**src/rtl/dfa_token_scanner_unit_defines.svh**
```systemverilog
// Assertion macros shared by the token scanner RTL.
// Depends on nothing; included by the modules that assert.
`ifndef DFA_TOKEN_SCANNER_UNIT_DEFINES_SVH
`define DFA_TOKEN_SCANNER_UNIT_DEFINES_SVH
`ifndef NO_ASSERTIONS
`define DTS_ASSERT(label, clk, rst_n, prop, msg) \
	label: assert property (@(posedge clk) disable iff (!rst_n) prop) else $error(msg);
`define DTS_ASSERT_NR(label, clk, prop, msg) \
	label: assert property (@(posedge clk) prop) else $error(msg);
`else
`define DTS_ASSERT(label, clk, rst_n, prop, msg)
`define DTS_ASSERT_NR(label, clk, prop, msg)
`endif
`endif

```
**src/rtl/dts_pkg.sv**
```systemverilog
// Types, tables and constants of the token scanner.
// Depends on nothing.
`default_nettype none
package dts_pkg;
	localparam int unsigned NUM_KW = 7;
	localparam logic [4:0] ST_START = 5'd0;
	localparam logic [4:0] ST_ID = 5'd2;
	localparam logic [4:0] ST_STR = 5'd3;
	localparam logic [4:0] ST_DOT = 5'd19;
	localparam logic [4:0] ST_CHAR = 5'd20;
	localparam logic [4:0] ST_NUM = 5'd21;
	localparam logic [4:0] ST_DEAD = 5'd31;
	localparam logic [4:0] RESERVED_CLASS = 5'd21;

	localparam logic [0:0] KIND_CHAR = 1'b0;
	localparam logic [0:0] KIND_END = 1'b1;

	typedef logic [3:0] col_t;
	localparam col_t COL_DIGIT = 4'd0;
	localparam col_t COL_LETTER = 4'd1;
	localparam col_t COL_QUOTE = 4'd2;
	localparam col_t COL_PLUSMIN = 4'd3;
	localparam col_t COL_MULDIV = 4'd4;
	localparam col_t COL_EQ = 4'd5;
	localparam col_t COL_LT = 4'd6;
	localparam col_t COL_GT = 4'd7;
	localparam col_t COL_AMP = 4'd8;
	localparam col_t COL_BAR = 4'd9;
	localparam col_t COL_BANG = 4'd10;
	localparam col_t COL_DELIM = 4'd11;
	localparam col_t COL_DOT = 4'd12;
	localparam col_t COL_NL = 4'd13;
	localparam col_t COL_BLANK = 4'd14;
	localparam col_t COL_OTHER = 4'd15;

	typedef struct packed {
		logic [0:0] kind;
		logic [7:0] char_byte;
	} in_item_t;

	typedef struct packed {
		logic [4:0]  token_class;
		logic        token_valid;
		logic [15:0] line_number;
		logic [31:0] start_offset;
		logic [7:0]  token_length;
		logic        length_overflow;
	} out_item_t;

	// classified item passed from front to back
	typedef struct packed {
		logic       is_end;
		logic [7:0] ch;
		col_t       col_base;
		logic       is_blank;
		logic       is_nl;
		logic       is_quote;
	} cls_item_t;

	// column of a byte, with quote treated as plain quote
	function automatic col_t column_of(input logic [7:0] c);
		col_t r;
		begin
			r = COL_OTHER;
			if (c >= 8'h30 && c <= 8'h39) r = COL_DIGIT;
			else if ((c >= 8'h61 && c <= 8'h7a) || (c >= 8'h41 && c <= 8'h5a)) r = COL_LETTER;
			else if (c == 8'h22) r = COL_QUOTE;
			else if (c == 8'h2b || c == 8'h2d) r = COL_PLUSMIN;
			else if (c == 8'h2a || c == 8'h2f) r = COL_MULDIV;
			else if (c == 8'h3d) r = COL_EQ;
			else if (c == 8'h3c) r = COL_LT;
			else if (c == 8'h3e) r = COL_GT;
			else if (c == 8'h26) r = COL_AMP;
			else if (c == 8'h7c) r = COL_BAR;
			else if (c == 8'h21) r = COL_BANG;
			else if (c == 8'h7b || c == 8'h7d || c == 8'h28 || c == 8'h29
				|| c == 8'h2c || c == 8'h3b) r = COL_DELIM;
			else if (c == 8'h2e) r = COL_DOT;
			else if (c == 8'h0a) r = COL_NL;
			else if (c == 8'h09 || c == 8'h20) r = COL_BLANK;
			return r;
		end
	endfunction

	// transition table, dead entries as ST_DEAD
	function automatic logic [4:0] next_state(input logic [4:0] st, input col_t col);
		logic [4:0] r;
		begin
			r = ST_DEAD;
			case (st)
				5'd0: begin
					case (col)
						COL_DOT: r = ST_DOT;
						COL_NL, COL_BLANK: r = ST_START;
						COL_OTHER: r = ST_CHAR;
						default: r = 5'({1'b0, col} + 5'd1);
					endcase
				end
				5'd1: begin
					case (col)
						COL_DIGIT: r = 5'd1;
						COL_LETTER: r = ST_NUM;
						COL_DOT: r = 5'd13;
						COL_OTHER: r = ST_CHAR;
						default: r = ST_DEAD;
					endcase
				end
				5'd2: r = (col == COL_DIGIT || col == COL_LETTER) ? 5'd2 : ST_DEAD;
				5'd3: begin
					case (col)
						COL_QUOTE: r = 5'd14;
						COL_NL: r = ST_DEAD;
						default: r = 5'd3;
					endcase
				end
				5'd6, 5'd7, 5'd8, 5'd11: begin
					if (col == COL_EQ) r = 5'd15;
					else if (col == COL_OTHER) r = ST_CHAR;
				end
				5'd9: begin
					if (col == COL_AMP) r = 5'd16;
					else if (col == COL_OTHER) r = ST_CHAR;
				end
				5'd10: begin
					if (col == COL_BAR) r = 5'd17;
					else if (col == COL_OTHER) r = ST_CHAR;
				end
				5'd13, 5'd18: begin
					if (col == COL_DIGIT) r = 5'd18;
					else if (col == COL_LETTER) r = ST_NUM;
					else if (col == COL_OTHER) r = ST_CHAR;
				end
				5'd21: begin
					if (col == COL_DIGIT || col == COL_LETTER) r = ST_NUM;
					else if (col == COL_OTHER) r = ST_CHAR;
				end
				5'd4, 5'd5, 5'd12, 5'd14, 5'd15, 5'd16, 5'd17, 5'd19, 5'd20: begin
					if (col == COL_OTHER) r = ST_CHAR;
				end
				default: r = ST_DEAD;
			endcase
			return r;
		end
	endfunction

	function automatic logic accepting(input logic [4:0] st);
		logic [21:0] acc;
		begin
			acc = 22'b0001111101100111110110;
			return (st < 5'd22) ? acc[st] : 1'b0;
		end
	endfunction

	// keyword character at position p (0 beyond the word)
	function automatic logic [7:0] kw_char(input int unsigned k, input logic [2:0] p);
		logic [47:0] w;
		begin
			case (k)
				0: w = {"else", 16'h0};
				1: w = {"float", 8'h0};
				2: w = {"if", 32'h0};
				3: w = {"int", 24'h0};
				4: w = "return";
				5: w = {"void", 16'h0};
				default: w = {"while", 8'h0};
			endcase
			return (p < 3'd6) ? w[8'(47 - 8 * int'(p)) -: 8] : 8'h0;
		end
	endfunction

	function automatic logic [2:0] kw_len(input int unsigned k);
		case (k)
			0: return 3'd4;
			1: return 3'd5;
			2: return 3'd2;
			3: return 3'd3;
			4: return 3'd6;
			5: return 3'd4;
			default: return 3'd5;
		endcase
	endfunction
endpackage
`default_nettype wire

```
**src/rtl/dts_front.sv**
```systemverilog
// Front end: accepts input items, classifies the byte, feeds the queue.
// Depends on dts_pkg.
`default_nettype none
module dts_front (
	input  wire logic                clk,
	input  wire logic                arst_n,
	input  wire logic                in_valid,
	output logic                     in_ready,
	input  wire dts_pkg::in_item_t   in_data,
	output logic                     q_valid,
	input  wire logic                q_ready,
	output dts_pkg::cls_item_t       q_data
);
	dts_pkg::cls_item_t cls;

	// classification
	always_comb begin
		cls.is_end = (in_data.kind == dts_pkg::KIND_END);
		cls.ch = in_data.char_byte;
		cls.col_base = dts_pkg::column_of(in_data.char_byte);
		cls.is_blank = (cls.col_base == dts_pkg::COL_BLANK);
		cls.is_nl = (cls.col_base == dts_pkg::COL_NL);
		cls.is_quote = (cls.col_base == dts_pkg::COL_QUOTE);
	end

	// two-entry queue
	dts_pkg::cls_item_t buf_q [2];
	logic               wr_ptr_q, rd_ptr_q;
	logic [1:0]         cnt_q;
	logic               push, pop;

	assign in_ready = (cnt_q != 2'd2);
	assign push = in_valid && in_ready;
	assign q_valid = (cnt_q != 2'd0);
	assign pop = q_valid && q_ready;
	assign q_data = buf_q[rd_ptr_q];

	always_ff @(posedge clk or negedge arst_n) begin
		if (!arst_n) begin
			wr_ptr_q <= 1'b0;
			rd_ptr_q <= 1'b0;
			cnt_q <= 2'd0;
		end else begin
			if (push) wr_ptr_q <= ~wr_ptr_q;
			if (pop) rd_ptr_q <= ~rd_ptr_q;
			cnt_q <= 2'(cnt_q + {1'b0, push} - {1'b0, pop});
		end
	end

	always_ff @(posedge clk) begin
		if (push) buf_q[wr_ptr_q] <= cls;
	end
endmodule
`default_nettype wire

```
**src/rtl/dts_back.sv**
```systemverilog
// Back end: steps the automaton, tracks the token and emits results.
// Depends on dts_pkg and the assertion macro header.
`default_nettype none
`include "dfa_token_scanner_unit_defines.svh"
module dts_back #(
	parameter int unsigned MAX_TOKEN_LEN = 256,
	parameter int unsigned LINE_BITS = 16,
	parameter int unsigned POSITION_BITS = 32
) (
	input  wire logic               clk,
	input  wire logic               arst_n,
	input  wire logic               q_valid,
	output logic                    q_ready,
	input  wire dts_pkg::cls_item_t q_data,
	output logic                    out_valid,
	input  wire logic               out_ready,
	output dts_pkg::out_item_t      out_data
);
	localparam int unsigned CW = $clog2(MAX_TOKEN_LEN);
	localparam logic [CW-1:0] LEN_LIMIT = CW'(MAX_TOKEN_LEN - 1);

	logic [4:0]               state_q;
	logic [LINE_BITS-1:0]     line_q;
	logic [POSITION_BITS-1:0] pos_q, start_q;
	logic [CW-1:0]            cnt_q;
	logic                     ovf_q;
	logic [7:0]               last_q;
	logic [6:0]               kw_q;

	logic take;
	assign q_ready = !out_valid || out_ready;
	assign take = q_valid && q_ready;

	logic [4:0]         nxt0, nxt;
	logic               dead, emit_now, skip, do_app, reserved, fresh;
	dts_pkg::col_t      col_cur;
	dts_pkg::out_item_t res;
	logic [6:0]         kw_base, kw_new;
	logic [CW-1:0]      cnt_base;

	// automaton step with rescan
	always_comb begin
		col_cur = q_data.col_base;
		if (q_data.is_quote && state_q == dts_pkg::ST_STR && last_q == 8'h5c)
			col_cur = dts_pkg::COL_OTHER;
		nxt0 = dts_pkg::next_state(state_q, col_cur);
		dead = (nxt0 == dts_pkg::ST_DEAD);
		nxt = dead ? dts_pkg::next_state(dts_pkg::ST_START, q_data.col_base) : nxt0;
		emit_now = q_data.is_end ? (state_q != dts_pkg::ST_START) : dead;
		skip = (nxt == dts_pkg::ST_START) && q_data.is_blank;
		do_app = !q_data.is_end && !skip && !q_data.is_nl;
		fresh = dead || (cnt_q == '0 && !ovf_q);

		reserved = 1'b0;
		for (int k = 0; k < int'(dts_pkg::NUM_KW); k++) begin
			if (kw_q[k] && cnt_q == CW'(dts_pkg::kw_len(k)) && !ovf_q) reserved = 1'b1;
		end
		if (state_q != dts_pkg::ST_ID) reserved = 1'b0;

		res.token_class = reserved ? dts_pkg::RESERVED_CLASS : 5'(state_q - 5'd1);
		res.token_valid = dts_pkg::accepting(state_q);
		res.line_number = (LINE_BITS > 16 && line_q > LINE_BITS'(16'hffff)) ? 16'hffff
			: 16'(line_q);
		res.start_offset = 32'(start_q);
		res.token_length = (CW > 8 && cnt_q > CW'(8'hff)) ? 8'hff : 8'(cnt_q);
		res.length_overflow = ovf_q || (CW > 8 && cnt_q > CW'(8'hff));

		kw_base = dead ? 7'h7f : kw_q;
		cnt_base = dead ? '0 : cnt_q;
		for (int k = 0; k < int'(dts_pkg::NUM_KW); k++) begin
			kw_new[k] = kw_base[k] && (cnt_base < CW'(dts_pkg::kw_len(k)))
				&& (dts_pkg::kw_char(k, 3'(cnt_base)) == q_data.ch);
		end
	end

	// state update
	always_ff @(posedge clk or negedge arst_n) begin
		if (!arst_n) begin
			state_q <= dts_pkg::ST_START;
			line_q <= LINE_BITS'(1);
			pos_q <= '0;
			start_q <= '0;
			cnt_q <= '0;
			ovf_q <= 1'b0;
			last_q <= 8'h0;
			kw_q <= 7'h7f;
			out_valid <= 1'b0;
		end else begin
			if (out_valid && out_ready) out_valid <= 1'b0;
			if (take) begin
				if (emit_now) out_valid <= 1'b1;
				if (q_data.is_end) begin
					state_q <= dts_pkg::ST_START;
					line_q <= LINE_BITS'(1);
					pos_q <= '0;
					start_q <= '0;
					cnt_q <= '0;
					ovf_q <= 1'b0;
					last_q <= 8'h0;
					kw_q <= 7'h7f;
				end else begin
					state_q <= nxt;
					pos_q <= pos_q + POSITION_BITS'(1);
					if (q_data.is_nl && !skip) begin
						if (line_q != '1) line_q <= line_q + LINE_BITS'(1);
					end
					if (dead) begin
						start_q <= '0;
						cnt_q <= '0;
						ovf_q <= 1'b0;
						last_q <= 8'h0;
						kw_q <= 7'h7f;
					end
					if (do_app) begin
						if (fresh) start_q <= pos_q;
						kw_q <= kw_new;
						if (cnt_base < LEN_LIMIT) cnt_q <= cnt_base + CW'(1);
						else ovf_q <= 1'b1;
						last_q <= q_data.ch;
					end
				end
			end
		end
	end

	always_ff @(posedge clk) begin
		if (take && emit_now) out_data <= res;
	end

	`DTS_ASSERT(a_hold, clk, arst_n, out_valid && !out_ready |=> out_valid && $stable(out_data), "result lost under stall")
	`DTS_ASSERT(a_no_take_full, clk, arst_n, out_valid && !out_ready |-> !q_ready, "queue drained into full output")
	`DTS_ASSERT(a_end_restart, clk, arst_n, take && q_data.is_end |=> state_q == dts_pkg::ST_START && pos_q == '0, "end did not restart")
	`DTS_ASSERT(a_line_nz, clk, arst_n, 1'b1 |-> line_q != '0, "line count zero")
endmodule
`default_nettype wire

```
**src/rtl/dfa_token_scanner_unit.sv**
```systemverilog
// Token scanner top level: links the front end, queue and back end.
// Depends on dts_pkg, dts_front and dts_back.
//
// Usage: in channel (in_valid/in_ready/in_data) takes one item per cycle while
// in_ready is high, a source byte (kind 0) or end of input (kind 1). The out
// channel (out_valid/out_ready/out_data) gives at most one token per item.
// Throughput is one item per clock unless the receiver stalls: the automaton
// step, its rescan from the start state and token bookkeeping are combinational.
// An accepted item is registered in the two-entry queue after the classifier;
// its result is then registered in the back end's output register.
// An end item reports any pending token and returns line, position and all
// token state to their reset values.
// Reset (arst_n low) empties the queue, drops any waiting result and puts the
// automaton in its start state with line 1 and position 0.
// When the receiver stalls, the result register holds, the back end stops
// and the queue fills; in_ready falls once both queue entries are taken.
`default_nettype none
module dfa_token_scanner_unit #(
	parameter int unsigned MAX_TOKEN_LEN = 256,
	parameter int unsigned LINE_BITS = 16,
	parameter int unsigned POSITION_BITS = 32
) (
	input  wire logic               clk,
	input  wire logic               arst_n,
	input  wire logic               in_valid,
	output logic                    in_ready,
	input  wire dts_pkg::in_item_t  in_data,
	output logic                    out_valid,
	input  wire logic               out_ready,
	output dts_pkg::out_item_t      out_data
);
	logic               q_valid, q_ready;
	dts_pkg::cls_item_t q_data;

	dts_front u_front (
		.clk(clk), .arst_n(arst_n),
		.in_valid(in_valid), .in_ready(in_ready), .in_data(in_data),
		.q_valid(q_valid), .q_ready(q_ready), .q_data(q_data)
	);

	dts_back #(
		.MAX_TOKEN_LEN(MAX_TOKEN_LEN), .LINE_BITS(LINE_BITS),
		.POSITION_BITS(POSITION_BITS)
	) u_back (
		.clk(clk), .arst_n(arst_n),
		.q_valid(q_valid), .q_ready(q_ready), .q_data(q_data),
		.out_valid(out_valid), .out_ready(out_ready), .out_data(out_data)
	);
endmodule
`default_nettype wire
```
**config.mk**
```make
export PLATFORM = sky130hd
export DESIGN_NAME = dfa_token_scanner_unit
export DESIGN_NICKNAME = d
export VERILOG_FILES = /design/src/rtl/dts_pkg.sv /design/src/rtl/dts_front.sv /design/src/rtl/dts_back.sv /design/src/rtl/dfa_token_scanner_unit.sv
export VERILOG_INCLUDE_DIRS = /design/src /design/src/rtl
export SDC_FILE = /design/constraint.sdc
export NUM_CORES = 1
export LEC_CHECK = 0
export BUFFER_PORTS_ARGS = -buffer_cell sky130_fd_sc_hd__buf_2
export CAP_MARGIN = 20
export CORE_MARGIN = 5
export CORE_UTILIZATION = 47
export CTS_CLUSTER_DIAMETER = 200
export CTS_CLUSTER_SIZE = 24
export DETAILED_ROUTE_END_ITERATION = 8
export PLACE_DENSITY = 0.72
export SYNTH_ARGS = -nofsm -noshare
export SYNTH_HDL_FRONTEND = slang
export SYNTH_SLANG_ARGS = --single-unit
```
**constraint.sdc**
```tcl
create_clock -name clk -period 6.8 [get_ports clk]
set_input_delay 1.36 -clock clk [delete_from_list [all_inputs] [get_ports clk]]
set_output_delay 1.36 -clock clk [all_outputs]
set_load 0.02 [all_outputs]
```
## After elaboration in Yosys (flattened, before gate mapping)

Memories as Yosys holds them, arrays and structs flattened. A register that Yosys moved wholly into a read port is not among the register bits.
Index checks and enable logic that the tools add are counted.

- Memories kept: 2
- Memory bits (writable): 32
- ROM bits: 32
- Word-level logic and storage cells: 276
- Output and inout bits: 65
- Bits of input ports: 13
- Register bits after elaboration: 176

- $add $sub $neg: 9
- Shifts and indexed selects: 7
- Bitwise logic cells: 2
- Order comparisons: 14
- Reduce and logical (&&, ||, !) cells: 76
- Multiplexer cells: 74
- Eq/ne operators: 75

Memory list:

| memory | words | bits a word | rd ports | clocked after memory_dff | write ports | RTL line | source |
|---|---|---|---|---|---|---|---|
| (name not given) | 32 | 1 | 1 | 1 | 0 | dts_pkg.sv:150 | `return (st < 5'd22) ? acc[st] : 1'b0;` |
| u_front.buf_q | 2 | 16 | 1 | 0 | 1 | dts_front.sv:27 | `dts_pkg::cls_item_t buf_q [2];` |

Operator list:

| operator | number |
|---|---|
| $shiftx 55x8->8 const A | 7 |
| $mux 32 | 5 |
| $eq 8x6->1 const B | 16 |
| $mux 8 | 14 |
| $mux 4 | 16 |
| $eq 8x8->1 | 7 |
| $pmux 5 s10 | 1 |
| $eq 4x4->1 const B | 12 |
| $mux 16 | 3 |
| $mux 5 | 9 |
| $logic_and 1x1->1 | 42 |
| $eq 5x4->1 const B | 8 |
| $eq 5x5->1 const B | 7 |
| $add 32x1->32 const B | 1 |
| $eq 8x7->1 const B | 4 |
| $pmux 5 s3 | 2 |
| $eq 8x3->1 const B | 3 |
| $lt 8x3->1 const B | 3 |
| $mux 7 | 3 |
| $eq 5x3->1 const B | 4 |
| $pmux 5 s4 | 1 |
| $mux 1 | 19 |
| $add 16x1->16 const B | 1 |
| $eq 8x2->1 const B | 2 |
| other kinds (38) | 67 |

## Depth between registers and ports, before layout

Gate-level depths: netlist of the first run.

- Word-level depth: 19
- Mapped depth: 28
- Mapped depth without buffers: 23

## By module

Synthesis of the first run repeated with hierarchy kept, for this count alone.

- Cell total of the unflattened synthesis: 1059
- Area, all modules: 11066.9 µm²

Modules (own cells, without submodules):

| module | cells an instance | instances | seq. area each (µm²) | area each (µm²) |
|---|---|---|---|---|
| dts_back | 934 | 1 | 4654.5 | 9359.0 |
| dts_front | 125 | 1 | 1061.0 | 1707.9 |

## Least setup slack after synthesis of the first run

No wires, ideal clock.

- Kind: register -> register
- From: register u_back.state_q[0]
- To: register, netlist name u_back.out_data[0]
- Setup slack: -0.019 ns
- Clock period less this slack: 6.819 ns
- Data required time: 6.316 ns
- Data arrival time: 6.334 ns
- Stages on the path, launching flop included: 20
- Path through: dfrtp_1 ha_1 nor4b_4 nand4_2 buf_2 nand2_1 inv_1 ha_1 clkbuf_1 o22a_1 a21oi_1 a221oi_2 and3_1 o21bai_4 nand2_1 buf_2 nand2_1 nand2_1 clkbuf_1 nor2_1

- Longest elaborated chain between the ends: 12
- Elaborated cells on any way between the ends: 57

RTL lines:

| element | RTL line | source |
|---|---|---|
| start: declaration | dts_back.sv:22 | `logic [4:0] state_q;` |
| start signal: assignment | dts_back.sv:79 | `state_q <= dts_pkg::ST_START;` |
| start signal: assignment | dts_back.sv:93 | `state_q <= dts_pkg::ST_START;` |
| start signal: assignment | dts_back.sv:102 | `state_q <= nxt;` |
| parallel branches: the longest is 10 deep, another holds $add 4x1->5 | n/a |  |
| $mux 1 * | dts_back.sv:49 | `emit_now = q_data.is_end ? (state_q != dts_pkg::ST_START) : dead;` |
| $logic_and 1x1->1 * | dts_back.sv:127 | `if (take && emit_now) out_data <= res;` |

Mark *: on every way between the ends.
A chain may end at the register's enable or synchronous reset.

## Worst setup path after layout of the first run

- From: register u_back.state_q[0]
- To: register u_back.kw_q[3]

- Longest elaborated chain between the ends: 18
- Elaborated cells on any way between the ends: 72

RTL lines:

| element | RTL line | source |
|---|---|---|
| parallel branches: the longest is 8 deep, another holds $add 4x1->5 | n/a |  |
| $pmux 5 s10 * | dts_pkg.sv:90 | `case (st)` |
| $eq 5x5->1 | dts_back.sv:47 | `dead = (nxt0 == dts_pkg::ST_DEAD);` |
| $mux 8 or $mux 5 (tied branches) | dts_back.sv:69, dts_back.sv:48 |  |
| $sub 6x6->7 or $logic_not 5->1 (tied branches) | dts_pkg.sv:167, dts_back.sv:50 |  |
| $shiftx 55x8->8 or $logic_and 1x1->1 (tied branches) | dts_pkg.sv:167, dts_back.sv:50 |  |
| $mux 8 or $logic_not 1->1 (tied branches) | dts_pkg.sv:167, dts_back.sv:51 |  |
| $eq 8x8->1 or $logic_and 1x1->1 (tied branches) | dts_back.sv:72, dts_back.sv:51 |  |
| $logic_and 1x1->1 (on tied branches) | dts_back.sv:72, dts_back.sv:51 |  |
| $mux 7 * | dts_back.sv:114 | `if (do_app) begin` |
| $mux 7 * | dts_back.sv:92 | `if (q_data.is_end) begin` |
| end signal: assignment | dts_back.sv:116 | `kw_q <= kw_new;` |
| end: declaration | dts_back.sv:28 | `logic [6:0] kw_q;` |

Marked as above.

==> flow_metrics.py, run 1 <==
metrics = {
    "setup_path": {
        "required_ns": 7.21,
        "cpMaxStageDelayCell": "nor4b_4",
        "worstRegToRegCells": 20,
        "slowest_delay_ns": 0.47,
        "r2r-end": "u_back.kw_q[3]",
        "worstSetupPathType": "flop to flop",
        "reg2reg_from": "u_back.state_q[0]",
        "critPathMaxFanout": 12,
        "path_cells": "ha_1 > nor4b_4 > and4_1 > nor2_1 > ha_1 > nor2_1 > a2bb2oi_1 > o21ai_0 > a2111oi_0 > nand3_1 > o21a_1 > and2_1 > nor2_1 > ha_1 > nor2_1 > o221ai_1 > xor2_1 > a211oi_1 > nand4_1 > a21oi_1",
        "cp-start-kind": "flop",
        "crit_path_start": "u_back.state_q[0]",
        "crit_top_cell": "nor2_1",
        "critPathCaptureType": "flop",
        "arrival_ns": 6.43,
        "reg2reg_slack_ns": 0.78,
    },
    "cells_and_area": {
        "area_delta_synth_final_pct": 9.44,
        "postLayoutCellArea_um2": 12100,
        "multi_input_area_um2": 4920,
        "most-common-layout-cells": "nand2_1, dfrtp_1, nor2_1",
        "final.fill_count": 2129,
        "nets": 1152,
        "antenna_cells": 0,
        "layout-drive-gt1-share": 0.143,
        "final_common_cell": "nand2_1",
        "seq_area_um2": 5720,
    },
    "cts": {
        "cts_tree": "done",
        "cts-root-buf": "clkbuf_16",
        "clk_latency_ns": 0.48,
        "clock-sinks": 209,
        "cts-resized-gates": 0,
        "postCtsSetupRepairBufs": 0,
        "htree_num_levels": 1,
        "clk_pin_slew_worst_paths_ns": 0.10,
        "cts_made_buffers": 12,
        "clock_path_buffers": 3,
        "hold_buffers": 0,
    },
    "global_routing": {
        "globalRouteTotalUtil": 0.186,
        "groute.layer.met1.usage": 0.262,
        "antenna_found_initial": 0,
        "first_global_vias": 7817,
        "met3_usage": 0.0227,
        "grt_pass1_wl_um": 40900,
        "grt_start_max_net_pins": 68,
        "grt.busiest_layer": "met2",
        "grtUsageMet2": 0.309,
        "gr-total-overflow": 0,
    },
    "route": {
        "vias": 8386,
        "wirelength_um": 25100,
        "first_pass_iters": 5,
        "drt_iter0_drc": 656,
        "drc_errors": 0,
        "wl_per_cell_um": 17.4,
        "ant_nets": 0,
        "viasPerCell": 5.82,
    },
    "hold_path": {
        "min-delay-path-class": "flop to flop",
        "holdPathEnd": "u_back.out_data[36]",
        "whs_path_depth": 0,
        "hold_path.startpoint": "u_back.start_q[27]",
    },
    "pwr": {
        "net-switching-power_mw": 2.65,
        "p_seq_frac": 0.340,
        "vdd_drop_max_v": 0.000251,
        "comb_power_share": 0.528,
        "power_density_nw_per_um2": 476,
        "p_int_mw": 3.10,
        "p_sw_frac": 0.462,
        "p_leak_nw": 4.80,
        "pwr-share-clk": 0.132,
    },
    "timing": {
        "report.final.hold_viol_count": 0,
        "skew_ns": 0.0187,
        "slew_headroom": 0.390,
        "worst_pin_slew_ns": 0.889,
        "timing.final.crit_share": 0.886,
        "fin_crit_ns": 6.02,
        "final.setup.tns_ns": 0,
        "setup_viol": 0,
        "rsz0062_at_grt": "false",
        "max_freq_ghz": 0.166,
        "slew_violations": 0,
    },
    "floorplanning": {
        "core_area_um2": 23300,
        "start_util": 0.474,
        "die_w_um": 163,
        "ios": 78,
        "die-area_um2": 26600,
        "rows": 56,
        "die_h_um": 163,
    },
    "synthesis": {
        "synthCells": 1064,
        "synth_ff_type": "dfrtp_1",
        "ys_ff_latch": 209,
        "ys_types": 91,
        "synth_edf_count": 95,
        "ys_warn_count": 0,
        "syn-cell-area_um2": 11000,
        "ys_seq_area_frac": 0.518,
        "syn_nets": 1101,
        "synthArstFlopShare": 0.545,
        "avgSynthCellArea_um2": 10.4,
    },
    "placement": {
        "place_congestion": 0.923,
        "port_buffers": 77,
        "place_area_um2": 11700,
        "hpwl_um": 17700,
    },
    "outcome": {
        "outcome": "finished, final reports clean",
    },
    "job": {
        "cap_violations": 0,
    },
}
==> final cells by class <==
cell class / instances / share of cell area
Clock buffer: 19 / 0.0288
Inverter: 36 / 0.0112
Sequential cell: 209 / 0.473
Tap cell: 319 / 0.0330
Timing Repair Buffer: 99 / 0.0458
Multi-Input combinational cell: 757 / 0.407
Clock inverter: 1 / 0.000725
==> sequential cells by signal, indices dropped and copies added, names as in the netlist <==
name	count
u_back.cnt_q	8
u_back.kw_q	7
u_back.last_q	8
u_back.line_q	16
u_back.out_data	63
u_back.out_valid	1
u_back.ovf_q	1
u_back.pos_q	32
u_back.start_q	32
u_back.state_q	5
u_front.buf_q	32
u_front.cnt_q	2
u_front.rd_ptr_q	1
u_front.wr_ptr_q	1
==> cell families (layout without fill, tap and decap cells) <==
kind of cell / Yosys count / after routing / share of synthesized area
AND/OR/NAND/NOR: 408 / 408 / 0.188
AO/OA/AOI/OAI: 243 / 243 / 0.161
flip-flops: 209 / 209 / 0.518
buffers and inverters: 98 / 155 / 0.0378
XOR/XNOR: 59 / 59 / 0.0468
adder cells (fa/ha/maj): 24 / 24 / 0.0272
multiplexers: 23 / 23 / 0.0213
==> per-layer routing <==
layer / part of all wire / vias up
li1: - / 4032
met1: 0.45 / 4072
met2: 0.47 / 242
met3: 0.052 / 40
met4: 0.021 / 0
met5: 0 / -
==> worst max path at each step <==
stage	to	slack, ns	cells past startpoint
6_report	u_back.kw_q[3]	0.78	20
5_1_grt	u_back.kw_q[3]	0.31	19
4_1_cts	u_back.kw_q[3]	0.84	20
3_5_place_dp	u_back.kw_q[3]	0.86	20
3_3_place_gp	u_back.kw_q[3]	1.05	21
2_1_floorplan	u_back.out_data[0]	1.04	19
==> power by group through the flow <==
stage | Combinational (mW) | Clock, mW | Sequential (mW)
6_report | 3.04 | 0.757 | 1.96
5_1_grt | 3.33 | 0.815 | 1.99
4_1_cts | 3.04 | 0.780 | 1.96
3_5_place_dp | 3.03 | 0 | 1.98
3_3_place_gp | 3.02 | 0 | 1.98
2_1_floorplan | 1.97 | 0 | 2.22
==> critical path, delay by kind of cell, from the launching register on <==
family / cells / cell delay (ns)
xor+xnor: 1 / 0.25
compound gates: 7 / 1.99
simple gates: 9 / 2.20
flops: 1 / 0.42
fa+ha+maj: 3 / 1.09
==> metrics by stage <==
step	instances	utilization	hold slack, ns	power [mW]	setup WS, ns
after floorplan	1064	-	0.423	4.19	1.04
after detailed placement	1420	0.504	0.431	5.01	0.864
final	1440	0.519	0.449	5.75	0.775
after global routing	1440	0.519	0.465	6.13	0.313
after CTS	1440	0.519	0.452	5.78	0.835
after global placement	1420	0.504	0.432	4.99	1.05
==> cells in the mapped netlist, types with 6 or more instances <==
cell	n	area, um2
nand2_1	114	428
dfrtp_1	106	2650
nor2_1	102	383
edfxtp_1	95	2850
o21ai_0	52	260
a21oi_1	41	205
clkbuf_1	40	150
nand3_1	39	195
inv_1	35	131
xor2_1	32	280
a32o_1	29	290
xnor2_1	27	236
nor3_1	25	125
ha_1	24	300
and3_1	21	131
mux2i_1	19	190
nand4_1	18	113
buf_2	15	75.1
o21ai_1	11	55.1
nor4_1	10	62.6
or3_1	10	62.6
nand2b_1	9	56.3
nor2b_1	9	56.3
o21a_1	9	67.6
o22ai_1	9	56.3
a31oi_1	8	50.1
dfstp_2	8	210
nor4_2	8	100
a211oi_1	7	52.6
and2_1	7	43.8
nor3b_1	6	45.0
o211ai_1	6	45.0
Note: power is estimated with default switching activity, not from simulation.
==> run 2: changes to the inputs <==
CORE_ASPECT_RATIO = 1.25   (was unset)
==> run 2 against run 1 <==
Non-clock buffer count increased by 2. Core utilization increased by 0.40 points. Clock power about the same. Critical path depth increased by 1. Die area about the same. Wire length increased by 1.7%. Fmax decreased by 0.82%. Worst setup slack got worse by 0.050 ns. Critical path type unchanged. Sequential power about the same.
==> flow_metrics.py, run 2 (synthesized netlist as in run 1, its figures left out) <==
metrics = {
    "floorplanning": {
        "die_w_um": 147,
        "die-area_um2": 26700,
        "rows": 62,
        "die_h_um": 181,
        "ios": 78,
        "start_util": 0.479,
        "core_area_um2": 23000,
    },
    "cts": {
        "clk_latency_ns": 0.48,
        "cts-resized-gates": 0,
        "cts_tree": "done",
        "clock-sinks": 209,
        "clock_path_buffers": 3,
        "htree_num_levels": 1,
        "cts_made_buffers": 12,
        "clk_pin_slew_worst_paths_ns": 0.10,
        "hold_buffers": 0,
        "postCtsSetupRepairBufs": 0,
        "cts-root-buf": "clkbuf_16",
    },
    "route": {
        "ant_nets": 0,
        "first_pass_iters": 5,
        "wirelength_um": 25500,
        "drc_errors": 0,
        "wl_per_cell_um": 18.1,
        "drt_iter0_drc": 656,
        "vias": 8422,
        "viasPerCell": 5.97,
    },
    "setup_path": {
        "critPathCaptureType": "flop",
        "reg2reg_from": "u_back.state_q[1]",
        "cp-start-kind": "flop",
        "worstSetupPathType": "flop to flop",
        "reg2reg_slack_ns": 0.73,
        "r2r-end": "u_back.kw_q[4]",
        "required_ns": 7.22,
        "critPathMaxFanout": 12,
        "crit_path_start": "u_back.state_q[1]",
        "endpoint": "u_back.kw_q[4]",
        "worstRegToRegCells": 21,
        "arrival_ns": 6.49,
    },
    "cells_and_area": {
        "largest_reg_flops": 63,
        "layout-drive-gt1-share": 0.144,
        "top_register": "u_back.out_data",
        "area_delta_synth_final_pct": 9.23,
        "final.fill_count": 2039,
        "most-common-layout-cells": "nand2_1, dfrtp_1, nor2_1",
        "antenna_cells": 0,
        "final_common_cell": "nand2_1",
        "nets": 1154,
    },
    "timing": {
        "max_freq_ghz": 0.165,
        "slew_violations": 0,
        "holdWs_ns": 0.452,
        "report.final.hold_viol_count": 0,
        "worst_pin_slew_ns": 1.09,
        "setup_viol": 0,
        "rsz0062_at_grt": "false",
        "final.setup.tns_ns": 0,
        "fin_crit_ns": 6.07,
        "timing.final.crit_share": 0.893,
        "skew_ns": 0.0215,
        "slew_headroom": 0.272,
    },
    "job": {
        "cap_violations": 0,
    },
    "pwr": {
        "power_density_nw_per_um2": 478,
        "p_leak_nw": 4.81,
        "vdd_drop_max_v": 0.000248,
    },
    "hold_path": {
        "min-delay-path-class": "flop to flop",
        "whs_path_depth": 0,
    },
    "placement": {
        "place_congestion": 0.916,
        "port_buffers": 77,
        "hpwl_um": 18100,
    },
    "global_routing": {
        "grt_start_max_net_pins": 64,
        "globalRouteTotalUtil": 0.189,
        "antenna_found_initial": 0,
        "grt_pass1_wl_um": 42700,
        "gr-total-overflow": 0,
        "first_global_vias": 8169,
    },
    "outcome": {
        "outcome": "finished, final reports clean",
    },
}
## run 2: report_power, final
part	internal [mW]	switching, mW
clock	0.359	0.401
combinational	0.945	2.11
sequential	1.80	0.155
total	3.10	2.66
## run 2: per-layer routing
| layer | GRT usage | up-vias | share of wire |
|---|---|---|---|
| met4 | 0.0466 | 0 | 0.019 |
| li1 | - | 4030 | - |
| met1 | 0.252 | 4108 | 0.43 |
| met3 | 0.0228 | 44 | 0.047 |
| met2 | 0.331 | 240 | 0.51 |
| met5 | 0 | - | 0 |
## run 2: metrics by stage
stage          power (mW)  utilization  instances  worst slack [ns]  area [um2]
2_1_floorplan        4.19            -       1064              1.04       11000
3_3_place_gp         5.00        0.508       1391             0.844       11700
6_report             5.76        0.523       1411             0.726       12100
5_1_grt              6.17        0.523       1411             0.145       12100
3_5_place_dp         5.03        0.508       1391             0.738       11700
4_1_cts              5.79        0.523       1411             0.736       12100
## run 2: worst min-delay path by stage
stage                             startpoint                   to  slack (ns)
after floorplan              u_back.cnt_q[0]   u_back.out_data[1]        0.42
after global placement    u_back.start_q[17]  u_back.out_data[26]        0.43
after detailed placement  u_back.start_q[27]  u_back.out_data[36]        0.43
after CTS                 u_back.start_q[27]  u_back.out_data[36]        0.45
after global routing      u_back.start_q[27]  u_back.out_data[36]        0.46
final                     u_back.start_q[25]  u_back.out_data[34]        0.45
## run 2: layout make-up
type                       count  area [um2]  share of cell area
inverter                      36         135              0.0112
clock inverter                 1        8.76            0.000727
tap                          288         360              0.0299
sequential                   209        5720               0.474
multi-input combinational    757        4920               0.408
clock buffer                  19         348              0.0289
timing repair buffer         101         568              0.0471
## run 2: worst max-delay path, cell delays in order (launching register included)
cell	delay, ns
dfrtp_1	0.43
ha_1	0.33
nor4b_4	0.49
and4_1	0.44
nor2_1	0.15
ha_1	0.37
nor2_1	0.22
a2bb2oi_1	0.22
o21ai_1	0.09
a2111oi_0	0.45
nand3_1	0.22
o21a_1	0.37
and2_1	0.24
nor2_1	0.17
ha_1	0.41
a21oi_1	0.20
o211ai_1	0.15
xor2_1	0.20
or4_1	0.40
a31oi_1	0.19
o221ai_1	0.13
o21ai_1	0.14
==> run 3: changes to the inputs <==
REMOVE_ABC_BUFFERS = 1   (was unset)
clock period = 5.3 ns   (was 6.8 ns; I/O delays follow)
==> run 3 against run 2 <==
Wire length decreased by 1.3%. Final cell count increased by 1.4%. Critical path depth increased by 2. First-iteration DRC count decreased by 14%. Combinational power increased by 35%. Critical path type unchanged. Critical endpoint is now u_back.kw_q[0]. Highest routed layer unchanged.
==> flow_metrics.py, run 3 (synthesized netlist as in run 1, its figures left out) <==
metrics = {
    "route": {
        "vias": 8531,
        "first_pass_iters": 6,
        "wirelength_um": 25200,
        "viasPerCell": 5.96,
        "drc_errors": 0,
        "ant_nets": 0,
        "wl_per_cell_um": 17.6,
        "drt_iter0_drc": 563,
    },
    "setup_path": {
        "required_ns": 5.67,
        "worstSetupPathType": "flop to flop",
        "cp.buffers_inverters": 4,
        "path_cells": "ha_1 > nor4b_4 > nand4_2 > nand2_1 > inv_1 > ha_1 > nor2_1 > a2bb2oi_1 > o21ai_1 > a2111oi_1 > nand3_1 > o21a_1 > buf_4 > a21oi_2 > buf_4 > ha_1 > or2_2 > buf_4 > nor3_1 > mux2_1 > xor2_1 > o2111ai_1 > o32ai_1",
        "cp_top_family": "compound AO/OA/AOI/OAI gates",
        "cpMaxStageDelayCell": "a2111oi_1",
        "critPathMaxFanout": 10,
        "cp-start-kind": "flop",
        "arrival_ns": 5.42,
        "critPathCaptureType": "flop",
        "slowest_delay_ns": 0.48,
    },
    "global_routing": {
        "globalRouteTotalUtil": 0.184,
        "gr-total-overflow": 0,
        "antenna_found_initial": 0,
        "first_global_vias": 8059,
        "grt_pass1_wl_um": 41200,
        "grt_start_max_net_pins": 62,
    },
    "floorplanning": {
        "die_w_um": 147,
        "core_area_um2": 23000,
        "die_h_um": 181,
        "rows": 62,
        "ios": 78,
        "start_util": 0.479,
        "die-area_um2": 26700,
    },
    "timing": {
        "holdWs_ns": 0.451,
        "timing.final.crit_share": 0.953,
        "fin_crit_ns": 5.05,
        "setup_slack_ns": 0.248,
        "final.setup.tns_ns": 0,
        "worst_pin_slew_ns": 1.04,
        "max_freq_ghz": 0.198,
        "slew_violations": 0,
        "slew_headroom": 0.285,
        "setup_viol": 0,
        "report.final.hold_viol_count": 0,
        "skew_ns": 0.0185,
    },
    "placement": {
        "hpwl_um": 18200,
        "place_area_um2": 11800,
        "dp.cells": 1405,
        "place_ws_ns": 0.0913,
        "place_congestion": 0.930,
        "port_buffers": 77,
    },
    "cts": {
        "clk_latency_ns": 0.47,
        "clock_path_buffers": 3,
        "clock-sinks": 209,
        "htree_num_levels": 1,
        "hold_buffers": 0,
        "cts_tree": "done",
        "clk_pin_slew_worst_paths_ns": 0.10,
        "cts-root-buf": "clkbuf_16",
        "cts_made_buffers": 12,
    },
    "cells_and_area": {
        "postLayoutCellArea_um2": 12300,
        "most-common-layout-cells": "nand2_1, dfrtp_1, nor2_1",
        "layout-drive-gt1-share": 0.169,
        "area_delta_synth_final_pct": 11.2,
        "largest_reg_flops": 63,
        "top_register": "u_back.out_data",
        "final_util": 0.533,
        "final_common_cell": "nand2_1",
        "stdcell_count": 1431,
        "antenna_cells": 0,
        "nets": 1174,
    },
    "hold_path": {
        "min-delay-path-class": "flop to flop",
    },
    "pwr": {
        "power_density_nw_per_um2": 616,
        "totalPowerFinal_mw": 7.56,
        "p_leak_nw": 4.92,
        "vdd_drop_max_v": 0.000398,
    },
    "job": {
        "cap_violations": 0,
    },
    "outcome": {
        "outcome": "finished, final reports clean",
    },
}
## run 3: final cells by class
type / count / area (um2)
clock buffers: 19 / 348
inverters: 36 / 135
fillers: 2028 / 10800
well taps: 288 / 360
flip-flops and latches: 209 / 5720
repair buffers: 121 / 731
multi-input cells: 757 / 4980
clock inverters: 1 / 8.76
## run 3: report_power, final
part / switching [mW] / internal [mW] / total, mW / leakage (nW)
combinational: 2.74 / 1.37 / 4.11 / 2.31
sequential: 0.193 / 2.30 / 2.49 / 2.44
clock: 0.492 / 0.460 / 0.952 / 0.172
## run 3: final timing paths
check                                         from             endpoint  slack [ns]  depth (start not counted)
worst min register to register  u_back.start_q[26]  u_back.out_data[35]        0.45                          0
min in group asynchronous                   arst_n   u_back.start_q[23]        0.66                          1
worst min-delay path            u_back.start_q[26]  u_back.out_data[35]        0.45                          0
max in group asynchronous                   arst_n     u_back.pos_q[31]        3.44                          2
worst max register to register   u_back.state_q[1]       u_back.kw_q[0]        0.25                         23
worst max-delay path             u_back.state_q[1]       u_back.kw_q[0]        0.25                         23
## run 3: repair_timing
action | in CTS | in global routing
setup buffers | 0 | 6
endpoints found under the hold margin | 0 | 0
gates resized for setup | 0 | 14
endpoints found under the setup margin | 0 | 15
## run 3: metal layers
layer  wire, um  GRT usage  up-vias
li1           -          -     4070
met1      10600      0.237     4158
met2      12700      0.325      242
met3       1100     0.0175       61
met4        815     0.0634        0
met5          0          0        -
